`src/hdl/agp_pkg.sv`:
```
`default_nettype none

package agp_pkg;

    localparam int CFG_IDX_W = 3;
    localparam logic [CFG_IDX_W-1:0] CFG_CENTER      = 3'd0;
    localparam logic [CFG_IDX_W-1:0] CFG_SIGMA_LEFT  = 3'd1;
    localparam logic [CFG_IDX_W-1:0] CFG_SIGMA_RIGHT = 3'd2;
    localparam logic [CFG_IDX_W-1:0] CFG_SURF_BRIGHT = 3'd3;
    localparam logic [CFG_IDX_W-1:0] CFG_ZERO_POINT  = 3'd4;

    localparam logic [31:0] SIGMA_RESET = 32'd65536;

    localparam longint unsigned LN2_Q30 = 64'd744261118;
    localparam logic signed [25:0] MAG_K_Q24 = 26'sd22293082;
    localparam logic [23:0] GAUSS_K_Q24 = 24'd12102203;

    localparam int FIFO_DEPTH = 4;
    localparam int FIFO_PTR_W = $clog2(FIFO_DEPTH);

    typedef struct packed {
        logic [24:0] rem0;
        logic [6:0]  low;
        logic [31:0] sig;
        logic        bad;
        logic        clamp;
    } t_job;

    function automatic logic [31:0] exp_taylor(input logic [63:0] x);
        logic [63:0] term;
        logic [63:0] sum;
        term = 64'd1 << 30;
        sum  = term;
        term = ((term * x) >> 30) / 64'd1;  sum = sum + term;
        term = ((term * x) >> 30) / 64'd2;  sum = sum + term;
        term = ((term * x) >> 30) / 64'd3;  sum = sum + term;
        term = ((term * x) >> 30) / 64'd4;  sum = sum + term;
        term = ((term * x) >> 30) / 64'd5;  sum = sum + term;
        term = ((term * x) >> 30) / 64'd6;  sum = sum + term;
        term = ((term * x) >> 30) / 64'd7;  sum = sum + term;
        term = ((term * x) >> 30) / 64'd8;  sum = sum + term;
        term = ((term * x) >> 30) / 64'd9;  sum = sum + term;
        term = ((term * x) >> 30) / 64'd10; sum = sum + term;
        term = ((term * x) >> 30) / 64'd11; sum = sum + term;
        term = ((term * x) >> 30) / 64'd12; sum = sum + term;
        term = ((term * x) >> 30) / 64'd13; sum = sum + term;
        term = ((term * x) >> 30) / 64'd14; sum = sum + term;
        term = ((term * x) >> 30) / 64'd15; sum = sum + term;
        term = ((term * x) >> 30) / 64'd16; sum = sum + term;
        return sum[31:0];
    endfunction

endpackage

`default_nettype wire

```
`src/hdl/agp_fifo.sv`:
```
`default_nettype none

module agp_fifo (
    input  wire logic           i_clk,
    input  wire logic           i_rst_n,
    input  wire logic           i_push,
    input  agp_pkg::t_job       i_data,
    output logic                o_not_full,
    input  wire logic           i_pop,
    output agp_pkg::t_job       o_data,
    output logic                o_not_empty
);

    agp_pkg::t_job                 r_mem [agp_pkg::FIFO_DEPTH];
    logic [agp_pkg::FIFO_PTR_W-1:0] r_wr;
    logic [agp_pkg::FIFO_PTR_W-1:0] r_rd;
    logic [agp_pkg::FIFO_PTR_W:0]   r_cnt;
    logic                           w_push;
    logic                           w_pop;

    assign o_not_full  = (r_cnt != (agp_pkg::FIFO_PTR_W+1)'(agp_pkg::FIFO_DEPTH));
    assign o_not_empty = (r_cnt != '0);
    assign w_push      = i_push && o_not_full;
    assign w_pop       = i_pop && o_not_empty;
    assign o_data      = r_mem[r_rd];

    always_ff @(posedge i_clk) begin
        if (!i_rst_n) begin
            r_wr  <= '0;
            r_rd  <= '0;
            r_cnt <= '0;
        end else begin
            if (w_push) begin
                r_wr <= r_wr + 1'b1;
            end
            if (w_pop) begin
                r_rd <= r_rd + 1'b1;
            end
            r_cnt <= r_cnt + (agp_pkg::FIFO_PTR_W+1)'(w_push)
                           - (agp_pkg::FIFO_PTR_W+1)'(w_pop);
        end
    end

    always_ff @(posedge i_clk) begin
        if (w_push) begin
            r_mem[r_wr] <= i_data;
        end
    end

endmodule

`default_nettype wire

```
`config.mk`:
```
export PLATFORM = sky130hd
export DESIGN_NAME = agp_fifo
export DESIGN_NICKNAME = d
export VERILOG_FILES = /design/src/hdl/agp_pkg.sv /design/src/hdl/agp_fifo.sv
export SDC_FILE = /design/constraint.sdc
export NUM_CORES = 1
export LEC_CHECK = 0
export ABC_AREA = 0
export BUFFER_PORTS_ARGS = -buffer_cell sky130_fd_sc_hd__buf_2
export CAP_MARGIN = 20
export CORE_ASPECT_RATIO = 1.2
export CORE_MARGIN = 3
export CORE_UTILIZATION = 60
export CTS_CLUSTER_DIAMETER = 120
export DETAILED_ROUTE_END_ITERATION = 8
export HOLD_SLACK_MARGIN = 0.15
export PLACE_DENSITY_LB_ADDON = 0.25
export SYNTH_ARGS = -nofsm -noshare
export SYNTH_HDL_FRONTEND = slang
export SYNTH_SLANG_ARGS = --single-unit
export TNS_END_PERCENT = 1
```
`constraint.sdc`:
```
create_clock -name i_clk -period 8.5 [get_ports i_clk]
set_input_delay 0.425 -clock i_clk [delete_from_list [all_inputs] [get_ports i_clk]]
set_output_delay 0.425 -clock i_clk [all_outputs]
set_load 0.005 [all_outputs]
```
==> run_results.csv <==
group,metric,value,unit
placement,placement.io_buffers,137,
route,routed_wl,17.5,mm
timing,fin_skew,0.00897,ns
critical_path,start_kind,"flop",
synthesis,synth_cell_types,20,
synthesis,synthCells,392,
grt,grtUsageTotal,0.200,
die,die_width,124,um
pwr,p_leak,0.00417,uW
critical_path,slowest_stage,"dfxtp_4",
grt,grt_pass1_wl,27.6,mm
critical_path,rr_endpoint,"r_cnt[2]",
critical_path,crit_chain,"buf_4 > mux4_2 > buf_2",
critical_path,cpPeakStageDelay,0.73,ns
pwr,ir_drop,0.000180,V
min_path,hp-start,"i_data[51]",
critical_path,crit_required,8.08,ns
timing,period_needed,3.20,ns
grt,grt_pass1_vias,5083,
clock_tree,cts_tree,"done",
timing,timing.final.crit_share,0.376,
finish,syn_to_final_growth,22.9,%
placement,place_congestion,0.727,
timing,max_freq,0.313,GHz
finish,diodes,0,
pwr,powerDensity,283,mW/mm^2
route,drtAntennaViolNets,0,
finish,fin_nets,680,
die,dieHeight,147,um
min_path,whs_path_depth,1,
grt,grt_max_degree,67,
die,io-pin-count,138,
route,wl_met3,1.10,mm
grt,grt-ovfl-total,0,
die,die-area,0.0182,mm^2
synthesis,ys_seq_area_frac,0.812,
critical_path,critPathKind,"reg -> out",
min_path,hold_class,"in -> reg",
synthesis,async_flop_share,0,
timing,slew_headroom,0.327,
synthesis,avgSynthCellArea,25.5,um^2
route,route.detailed.wl_per_inst,21.0,um
clock_tree,ctsResizeCount,0,
timing,finalSetupViolations,0,
route,drt-initial-drc-count,330,
grt,antenna_found_initial,0,
flow_run,cap_violations,0,
synthesis,synthFlopType,"edfxtp_1",
die,core,0.0163,mm^2
synthesis,ys_ff_latch,273,
clock_tree,cts-root-buf,"clkbuf_16",
timing,rsz0062_at_grt,"no",
route,first_pass_iters,4,
min_path,worstHoldEndpoint,"r_mem[0][51]",
clock_tree,clk_path_buf_depth,3,
finish,utilization,0.754,
timing,tightest_slew,1.01,ns
critical_path,cp-end-kind,"primary output",
synthesis,synth_nets,469,
critical_path,r2r_cells,11,
synthesis,synth_edf_count,264,
placement,dp_hpwl,9.53,mm
synthesis,yosys_warnings,0,
clock_tree,cts.clk_slew.worst_paths,0.06,ns
timing,final.setup.tns,0,ns
critical_path,timing.rr.start,"r_cnt[1]",
route,wl_met2,9.10,mm
critical_path,rrSetupSlack,5.75,ns
critical_path,crit_arrival,2.77,ns
clock_tree,htree_levels,1,
route,wl_met1,7.05,mm
route,via_per_inst,5.65,
critical_path,path_max_fanout,38,
clock_tree,clock_latency,0.50,ns
die,num_rows,51,
synthesis,synth_area,0.00999,mm^2
route,drc_errors,0,
timing,hold_viol_final,0,
die,start_util,0.614,
route,highest_layer,"met4",
status,status,"complete, no violations",
route,vias,4701,
finish,drive_gt1_frac,0.394,
clock_tree,clock-sinks,273,
timing,slew_viol_final,0,
clock_tree,cts_made_buffers,25,
[cell type report]
class,instances,area (um^2)
Sequential cell,273,8120
Fill cell,929,4000
Multi-Input combinational cell,99,1760
Timing Repair Buffer,199,1300
Clock buffer,37,701
Tap cell,212,265
Clock inverter,7,109
Inverter,5,18.8
[report_power, final]
group          leakage [uW]  internal [uW]  switching [uW]
registers           0.00249           1640            93.4
logic               0.00129            365             290
clock network      0.000396            659             430
[synthesized netlist by cell type (2+ instances only)]
cell type	instances	share of area
edfxtp_1	264	0.79
mux4_2	66	0.15
dfxtp_1	9	0.018
and2_1	7	0.0044
ha_1	6	0.0075
buf_2	5	0.0025
buf_6	5	0.0056
inv_1	5	0.0019
nand2_1	5	0.0019
xnor2_1	4	0.0035
clkbuf_1	3	0.0011
nor2b_1	3	0.0019
buf_4	2	0.0015
mux2i_1	2	0.0020
[cell usage in the layout, fill, tap and decap left out, types with 2 or more instances in the layout]
cell type / netlist / routed
bufinv_16: 0 / 3
ha_1: 6 / 6
clkbuf_1: 3 / 9
and2_4: 0 / 4
mux2i_1: 2 / 2
edfxtp_1: 264 / 264
xnor2_1: 4 / 4
inv_1: 5 / 5
clkbuf_16: 0 / 25
dfxtp_1: 9 / 7
clkinv_2: 0 / 3
clkbuf_8: 0 / 3
nand2_1: 5 / 5
nor2b_1: 3 / 3
dlygate4sd3_1: 0 / 61
mux4_2: 66 / 66
dfxtp_4: 0 / 2
and2_1: 7 / 3
buf_2: 5 / 137
[flip-flops by register name, indices dropped and copies added, names as in the netlist, named ones only]
name / cells
r_mem: 264
r_wr: 2
r_rd: 2
r_cnt: 3
[worst max-delay path by stage]
stage	slack (ns)	cells after the start	end
CTS	5.19	3	o_data[0]
floorplan	5.58	3	r_mem[0][0]
global placement	5.74	3	o_data[0]
detailed placement	5.74	3	o_data[0]
global route	5.07	3	o_data[0]
finish	5.30	3	o_data[0]
[timing repair]
item                      in CTS  in global routing
buffers inserted               0                  0
hold endpoints to repair     244                  0
hold buffers                  61                  0
[per-stage QoR]
stage               hold slack [ns]  setup WS (ns)  instance area, um^2  cells  power (uW)
finish                        0.166           5.30                12300    832        3470
global route                  0.158           5.07                12300    832        3640
CTS                           0.151           5.19                12300    832        3520
detailed placement            0.492           5.74                10900    727        2400
global placement              0.474           5.74                10900    727        2380
floorplan                     0.468           5.58                 9990    392        2150
[worst max-delay path: cells and delay by family, from the launching register on]
family	cells	cell delay, ns
multiplexers	1	0.63
flip-flops	1	0.73
buffers and inverters	2	0.86
[routing by layer]
metal | up-vias | global-route usage
met5 | - | 0
met4 | 0 | 0.0432
met3 | 22 | 0.0343
met2 | 156 | 0.340
met1 | 2443 | 0.276
li1 | 2080 | -
[cells by family (layout without fill, tap and decap cells)]
kind of cell               after synthesis  count (layout)  share of synthesized area
AOI/OAI and AO/OA                        3               3                    0.00251
adders and majority gates                7               7                    0.00952
xor gates and xnor gates                 4               4                    0.00351
DFF                                    273             273                      0.812
muxes                                   68              68                      0.151
and+or+nand+nor                         17              17                    0.00915
buffers and inverters                   20             248                     0.0127
(Power assumes the default switching activity.)
