--- src/hdl/agp_pkg.sv ---
`default_nettype none

package agp_pkg;

    localparam int CFG_IDX_W = 3;
    localparam logic [CFG_IDX_W-1:0] CFG_CENTER      = 3'd0;
    localparam logic [CFG_IDX_W-1:0] CFG_SIGMA_LEFT  = 3'd1;
    localparam logic [CFG_IDX_W-1:0] CFG_SIGMA_RIGHT = 3'd2;
    localparam logic [CFG_IDX_W-1:0] CFG_SURF_BRIGHT = 3'd3;
    localparam logic [CFG_IDX_W-1:0] CFG_ZERO_POINT  = 3'd4;

    localparam logic [31:0] SIGMA_RESET = 32'd65536;

    localparam longint unsigned LN2_Q30 = 64'd744261118;
    localparam logic signed [25:0] MAG_K_Q24 = 26'sd22293082;
    localparam logic [23:0] GAUSS_K_Q24 = 24'd12102203;

    localparam int FIFO_DEPTH = 4;
    localparam int FIFO_PTR_W = $clog2(FIFO_DEPTH);

    typedef struct packed {
        logic [24:0] rem0;
        logic [6:0]  low;
        logic [31:0] sig;
        logic        bad;
        logic        clamp;
    } t_job;

    function automatic logic [31:0] exp_taylor(input logic [63:0] x);
        logic [63:0] term;
        logic [63:0] sum;
        term = 64'd1 << 30;
        sum  = term;
        term = ((term * x) >> 30) / 64'd1;  sum = sum + term;
        term = ((term * x) >> 30) / 64'd2;  sum = sum + term;
        term = ((term * x) >> 30) / 64'd3;  sum = sum + term;
        term = ((term * x) >> 30) / 64'd4;  sum = sum + term;
        term = ((term * x) >> 30) / 64'd5;  sum = sum + term;
        term = ((term * x) >> 30) / 64'd6;  sum = sum + term;
        term = ((term * x) >> 30) / 64'd7;  sum = sum + term;
        term = ((term * x) >> 30) / 64'd8;  sum = sum + term;
        term = ((term * x) >> 30) / 64'd9;  sum = sum + term;
        term = ((term * x) >> 30) / 64'd10; sum = sum + term;
        term = ((term * x) >> 30) / 64'd11; sum = sum + term;
        term = ((term * x) >> 30) / 64'd12; sum = sum + term;
        term = ((term * x) >> 30) / 64'd13; sum = sum + term;
        term = ((term * x) >> 30) / 64'd14; sum = sum + term;
        term = ((term * x) >> 30) / 64'd15; sum = sum + term;
        term = ((term * x) >> 30) / 64'd16; sum = sum + term;
        return sum[31:0];
    endfunction

endpackage

`default_nettype wire

--- src/hdl/agp_if.sv ---
`default_nettype none

interface agp_pos_if;
    logic               valid;
    logic               ready;
    logic signed [31:0] position;
    modport source(output valid, output position, input ready);
    modport sink(input valid, input position, output ready);
endinterface


interface agp_cfg_if;
    logic        valid;
    logic        ready;
    logic [2:0]  index;
    logic [31:0] data;
    modport source(output valid, output index, output data, input ready);
    modport sink(input valid, input index, input data, output ready);
endinterface

`default_nettype wire

--- src/hdl/agp_front.sv ---
`default_nettype none

module agp_front (
    input  wire logic         i_clk,
    input  wire logic         i_rst_n,
    agp_pos_if.sink           i_pos,
    agp_cfg_if.sink           i_cfg,
    output agp_pkg::t_job     o_job,
    output logic              o_job_valid,
    input  wire logic         i_job_ready,
    output logic signed [16:0] o_m
);

    logic signed [31:0] r_center;
    logic [31:0]        r_sigma_left;
    logic [31:0]        r_sigma_right;
    logic signed [15:0] r_surf;
    logic signed [15:0] r_zp;
    logic               r_vld;
    agp_pkg::t_job      r_job;
    agp_pkg::t_job      n_job;
    logic signed [16:0] r_m;

    logic signed [32:0] w_d;
    logic [32:0]        w_dn;
    logic [31:0]        w_ad;
    logic               w_acc;

    assign i_cfg.ready = 1'b1;
    assign i_pos.ready = !r_vld || i_job_ready;
    assign w_acc = i_pos.valid && i_pos.ready;

    always_comb begin
        w_d  = {i_pos.position[31], i_pos.position} - {r_center[31], r_center};
        w_dn = -w_d;
        w_ad = w_d[32] ? w_dn[31:0] : w_d[31:0];
        n_job.sig   = w_d[32] ? r_sigma_left : r_sigma_right;
        n_job.bad   = (n_job.sig == 32'd0);
        n_job.rem0  = w_ad[31:7];
        n_job.low   = w_ad[6:0];
        n_job.clamp = ({7'd0, w_ad[31:7]} >= n_job.sig);
    end

    always_ff @(posedge i_clk) begin
        if (!i_rst_n) begin
            r_center      <= '0;
            r_sigma_left  <= agp_pkg::SIGMA_RESET;
            r_sigma_right <= agp_pkg::SIGMA_RESET;
            r_surf        <= '0;
            r_zp          <= '0;
        end else if (i_cfg.valid) begin
            unique case (i_cfg.index)
                agp_pkg::CFG_CENTER:      r_center      <= i_cfg.data;
                agp_pkg::CFG_SIGMA_LEFT:  r_sigma_left  <= i_cfg.data;
                agp_pkg::CFG_SIGMA_RIGHT: r_sigma_right <= i_cfg.data;
                agp_pkg::CFG_SURF_BRIGHT: r_surf        <= i_cfg.data[15:0];
                agp_pkg::CFG_ZERO_POINT:  r_zp          <= i_cfg.data[15:0];
                default: ;
            endcase
        end
    end

    always_ff @(posedge i_clk) begin
        if (!i_rst_n) begin
            r_vld <= 1'b0;
        end else if (w_acc) begin
            r_vld <= 1'b1;
        end else if (i_job_ready) begin
            r_vld <= 1'b0;
        end
    end

    always_ff @(posedge i_clk) begin
        if (w_acc) begin
            r_job <= n_job;
        end
        r_m <= {r_zp[15], r_zp} - {r_surf[15], r_surf};
    end

    assign o_job       = r_job;
    assign o_job_valid = r_vld;
    assign o_m         = r_m;

endmodule

`default_nettype wire

--- src/flat_wrapper.sv ---
// flat-port wrapper written by rule: the top's interface ports become plain ports
module agp_front_flat 
  (i_clk, i_rst_n, o_job, o_job_valid, i_job_ready, o_m, i_pos_valid, i_pos_position, i_pos_ready, i_cfg_valid, i_cfg_index, i_cfg_data, i_cfg_ready);
  agp_pos_if i_pos_i ();
  agp_cfg_if i_cfg_i ();
  input  wire logic i_clk;
  input  wire logic i_rst_n;
  output agp_pkg::t_job o_job;
  output logic o_job_valid;
  input  wire logic i_job_ready;
  output logic signed [16:0] o_m;
  input wire logic [$bits(i_pos_i.valid)-1:0] i_pos_valid;
  input wire logic [$bits(i_pos_i.position)-1:0] i_pos_position;
  output wire logic [$bits(i_pos_i.ready)-1:0] i_pos_ready;
  input wire logic [$bits(i_cfg_i.valid)-1:0] i_cfg_valid;
  input wire logic [$bits(i_cfg_i.index)-1:0] i_cfg_index;
  input wire logic [$bits(i_cfg_i.data)-1:0] i_cfg_data;
  output wire logic [$bits(i_cfg_i.ready)-1:0] i_cfg_ready;
  assign i_pos_i.valid = i_pos_valid;
  assign i_pos_i.position = i_pos_position;
  assign i_pos_ready = i_pos_i.ready;
  assign i_cfg_i.valid = i_cfg_valid;
  assign i_cfg_i.index = i_cfg_index;
  assign i_cfg_i.data = i_cfg_data;
  assign i_cfg_ready = i_cfg_i.ready;
  agp_front u_core (.i_clk(i_clk), .i_rst_n(i_rst_n), .i_pos(i_pos_i), .i_cfg(i_cfg_i), .o_job(o_job), .o_job_valid(o_job_valid), .i_job_ready(i_job_ready), .o_m(o_m));
endmodule
--- config.mk ---
export PLATFORM = sky130hd
export DESIGN_NAME = agp_front_flat
export DESIGN_NICKNAME = d
export VERILOG_FILES = /design/src/hdl/agp_pkg.sv /design/src/hdl/agp_if.sv /design/src/hdl/agp_front.sv /design/src/flat_wrapper.sv
export SDC_FILE = /design/constraint.sdc
export NUM_CORES = 1
export LEC_CHECK = 0
export BUFFER_PORTS_ARGS = -buffer_cell sky130_fd_sc_hd__buf_2
export CORE_MARGIN = 2
export CORE_UTILIZATION = 45
export DETAILED_ROUTE_END_ITERATION = 12
export PLACE_DENSITY = 0.71
export SLEW_MARGIN = 40
export SYNTH_ARGS = -nofsm -noshare
export SYNTH_HDL_FRONTEND = slang
export SYNTH_SLANG_ARGS = --single-unit
--- constraint.sdc ---
create_clock -name i_clk -period 18.3 [get_ports i_clk]
set_clock_uncertainty 0.2 [all_clocks]
set_input_delay 3.66 -clock i_clk [delete_from_list [all_inputs] [get_ports i_clk]]
set_output_delay 3.66 -clock i_clk [all_outputs]
set_load 0.05 [all_outputs]
==> impl_metrics.tcl <==
set metrics [dict create \
    coreArea_mm2 0.0259 \
    gr-max-usage-layer "met2" \
    wl_per_cell_um 17.0 \
    crit_top_cell "a21o_1" \
    p_switching_uw 419 \
    clk_path_buf_depth 3 \
    slowest_stage "buf_4" \
    setup_tns_ps 0 \
    chipHeight_um 166 \
    crit_start "i_pos_position[0]" \
    finalHoldViolCount 0 \
    hold-worst-slack_ps 266 \
    internal-power_uw 895 \
    dr.pass1.iters 5 \
    die_area_mm2 0.0276 \
    irDropWorstVdd_mv 0.0783 \
    viasPerCell 5.43 \
    setup_viol 0 \
    post_cts_buffers 0 \
    cts_tree "built" \
    start_util_pct 45.7 \
    cts_resized 0 \
    cts_buffers 24 \
    grt_util_met2_pct 34.7 \
    grt_overflow 0 \
    power.leakage_uw 0.00546 \
    tightest_slew_ps 765 \
    seq_area_frac_synth_pct 41.5 \
    cp.buffers_inverters 4 \
    die_w_um 166 \
    rows 59 \
    hp-start "u_core.r_center[28]" \
    critPathKind "input port to flop" \
    dpl.hpwl_um 23000 \
    drv_slew 0 \
    syn_inst 1370 \
    sequentialPowerShare_pct 40.4 \
    p_sw_share_pct 31.9 \
    clock-sinks 212 \
    area_growth_syn_to_layout_pct 15.1 \
    vias 10000 \
    p_clk_share_pct 35.1 \
    crit_family "compound AO/OA/AOI/OAI gates" \
    status "finished, final reports clean" \
    h-tree-depth 1 \
    hp-class "flop to flop" \
    clk_pin_slew_ps 60 \
    drv_cap 0 \
    final_util_pct 52.6 \
    worstPathRequired_ps 18350 \
    grtUsageMet1_pct 31.2 \
    fmax_mhz 111 \
    power_density_mw_per_mm2 96.5 \
    r2r-start "u_core.r_center[0]" \
    cts_root_buf "clkbuf_16" \
    syn-num-nets 1518 \
    met3_usage_pct 3.29 \
    wirelength_um 31400 \
    cp.arrival_ps 9070 \
    rsz0062_at_grt "no" \
    drt_iter0_drc 575 \
    synth_ff_type "dfxtp_1" \
    synthesis.area_mm2 0.0118 \
    place.gp.congestion 0.905 \
    yosys.cell_types.count 67 \
    period_share_pct 49.3 \
    slew_headroom_pct 49.0 \
    yosysWarnings 0 \
    async_flop_share_pct 0 \
    holdBufCountCts 0 \
    grt_pass1_vias 9370 \
    combPwrFrac_pct 24.5 \
    clk_latency_ps 510 \
    drtAntennaViolNets 0 \
    fin_crit_ps 9020 \
    ys_ff_latch 212 \
    antenna_found_initial 0 \
    final_layout_size_suffix_gt1_share_pct 14.5 \
    worstSetupEndpointType "flop" \
    worst_setup_path_start_kind "input port" \
    grt_start_max_net_pins 130 \
    track_usage_pct 21.9 \
    nNetsFinal 1643 \
    port-buffer-count 156 \
    grt_pass1_wl_um 49400 \
    antennaDiodeCount 0 \
    drcViolationCount 0 \
    avgSynthCellArea_um2 8.64 \
    critical-path-max-stage-delay_ps 590 \
    synth_edf_count 66 \
    ios 158 \
    cp_max_fo 50 \
]
synthesized netlist by cell type (all sizes together), types with 4 or more instances:
cell type | n | area share (%)
nand2 | 335 | 11
a21oi | 42 | 1.8
dfxtp | 146 | 25
or3 | 4 | 0.21
xnor2 | 41 | 3.0
a31oi | 9 | 0.48
nand3 | 13 | 0.55
o21a | 11 | 0.70
a21o | 28 | 1.8
nor4 | 17 | 1.2
and3 | 10 | 0.53
nand3b | 5 | 0.32
nor2 | 48 | 1.5
o31ai | 6 | 0.38
xor2 | 17 | 1.3
a211oi | 14 | 0.93
nor3 | 22 | 0.93
o21ai | 43 | 1.9
nand4 | 8 | 0.42
mux2i | 25 | 2.1
a211o | 8 | 0.59
a21boi | 133 | 8.4
edfxtp | 66 | 17
inv | 95 | 3.0
o211ai | 4 | 0.25
or2 | 9 | 0.48
buf | 9 | 0.50
and2 | 7 | 0.37
nand2b | 7 | 0.37
ha | 74 | 7.8
nor2b | 10 | 0.53
clkbuf | 56 | 1.8
metrics by stage:
step	area, um^2	instances	setup slack, ps	total power (uW)
2_1_floorplan	11800	1370	9660	777
3_3_place_gp	12800	1804	8890	855
3_5_place_dp	12900	1804	8790	859
4_1_cts	13600	1847	9300	1320
5_1_grt	13600	1847	9030	1370
6_report	13600	1847	9280	1310
flip-flops by register name, summed over array words and instances (netlist names):
register	count
u_core.r_sigma_right	32
u_core.r_center	32
u_core.o_job	66
u_core.r_zp	16
u_core.o_m	17
u_core.o_job_valid	1
u_core.r_surf	16
u_core.r_sigma_left	32
final timing paths:
kind / to / slack [ps] / cells after the start
max: u_core.o_job[0] / 9280 / 25
min: u_core.r_center[28] / 270 / 2
max reg2reg: u_core.o_job[0] / 12210 / 23
min reg2reg: u_core.r_center[28] / 270 / 2
cells by family after synthesis:
kind of cell	share of synthesized area (%)
AO/OA/AOI/OAI	19.9
XOR/XNOR	4.29
adder cells (fa/ha/maj)	8.16
buffers and inverters	5.29
flip-flops	41.5
multiplexers	2.31
other	0.0317
AND/OR/NAND/NOR	18.6
cell usage in the layout, fill, tap and decap left out, types with 4 or more instances in the layout:
master	n
nand2_1	335
buf_2	156
dfxtp_1	146
a21boi_0	133
inv_1	95
ha_1	74
edfxtp_1	66
nor2_1	46
xnor2_1	41
o21ai_0	40
a21oi_1	40
a21o_1	28
clkbuf_16	27
mux2i_1	25
nor3_1	22
xor2_1	17
nor4_1	15
a211oi_1	13
nand3_1	13
o21a_1	11
and3_1	10
nor2b_1	10
a31oi_1	9
a211o_1	8
or2_2	8
nand4_1	8
nand2b_1	7
and2_1	6
o31ai_1	6
clkinv_1	6
buf_4	6
nand3b_1	5
clkbuf_1	5
o211ai_1	4
or3_1	4
worst register-to-register path: cells and delay by family, from the launching register on:
family	cells	cell delay, ps
flops	1	340
fa+ha+maj	3	910
buf+inv	2	640
xor+xnor	1	180
compound gates	16	3440
simple gates	1	140
metal layers:
metal,vias to the layer above,part of all wire (%)
met3,43,6.7
met5,-,0
li1,4981,-
met1,4693,47
met4,0,2.1
met2,312,45
final cells by class:
cell class	count	area, um^2
multi-input combinational	998	6330
tap	335	419
timing repair buffer	164	848
inverter	95	357
clock inverter	9	41.3
clock buffer	34	722
fill	2408	12300
sequential	212	4900
power groups by stage:
stage	clock (uW)	combinational (uW)	sequential, uW
2_1_floorplan	0	155	622
3_3_place_gp	0	316	540
3_5_place_dp	0	318	540
4_1_cts	471	321	531
5_1_grt	491	346	533
6_report	461	322	531
(Power assumes the default switching activity.)
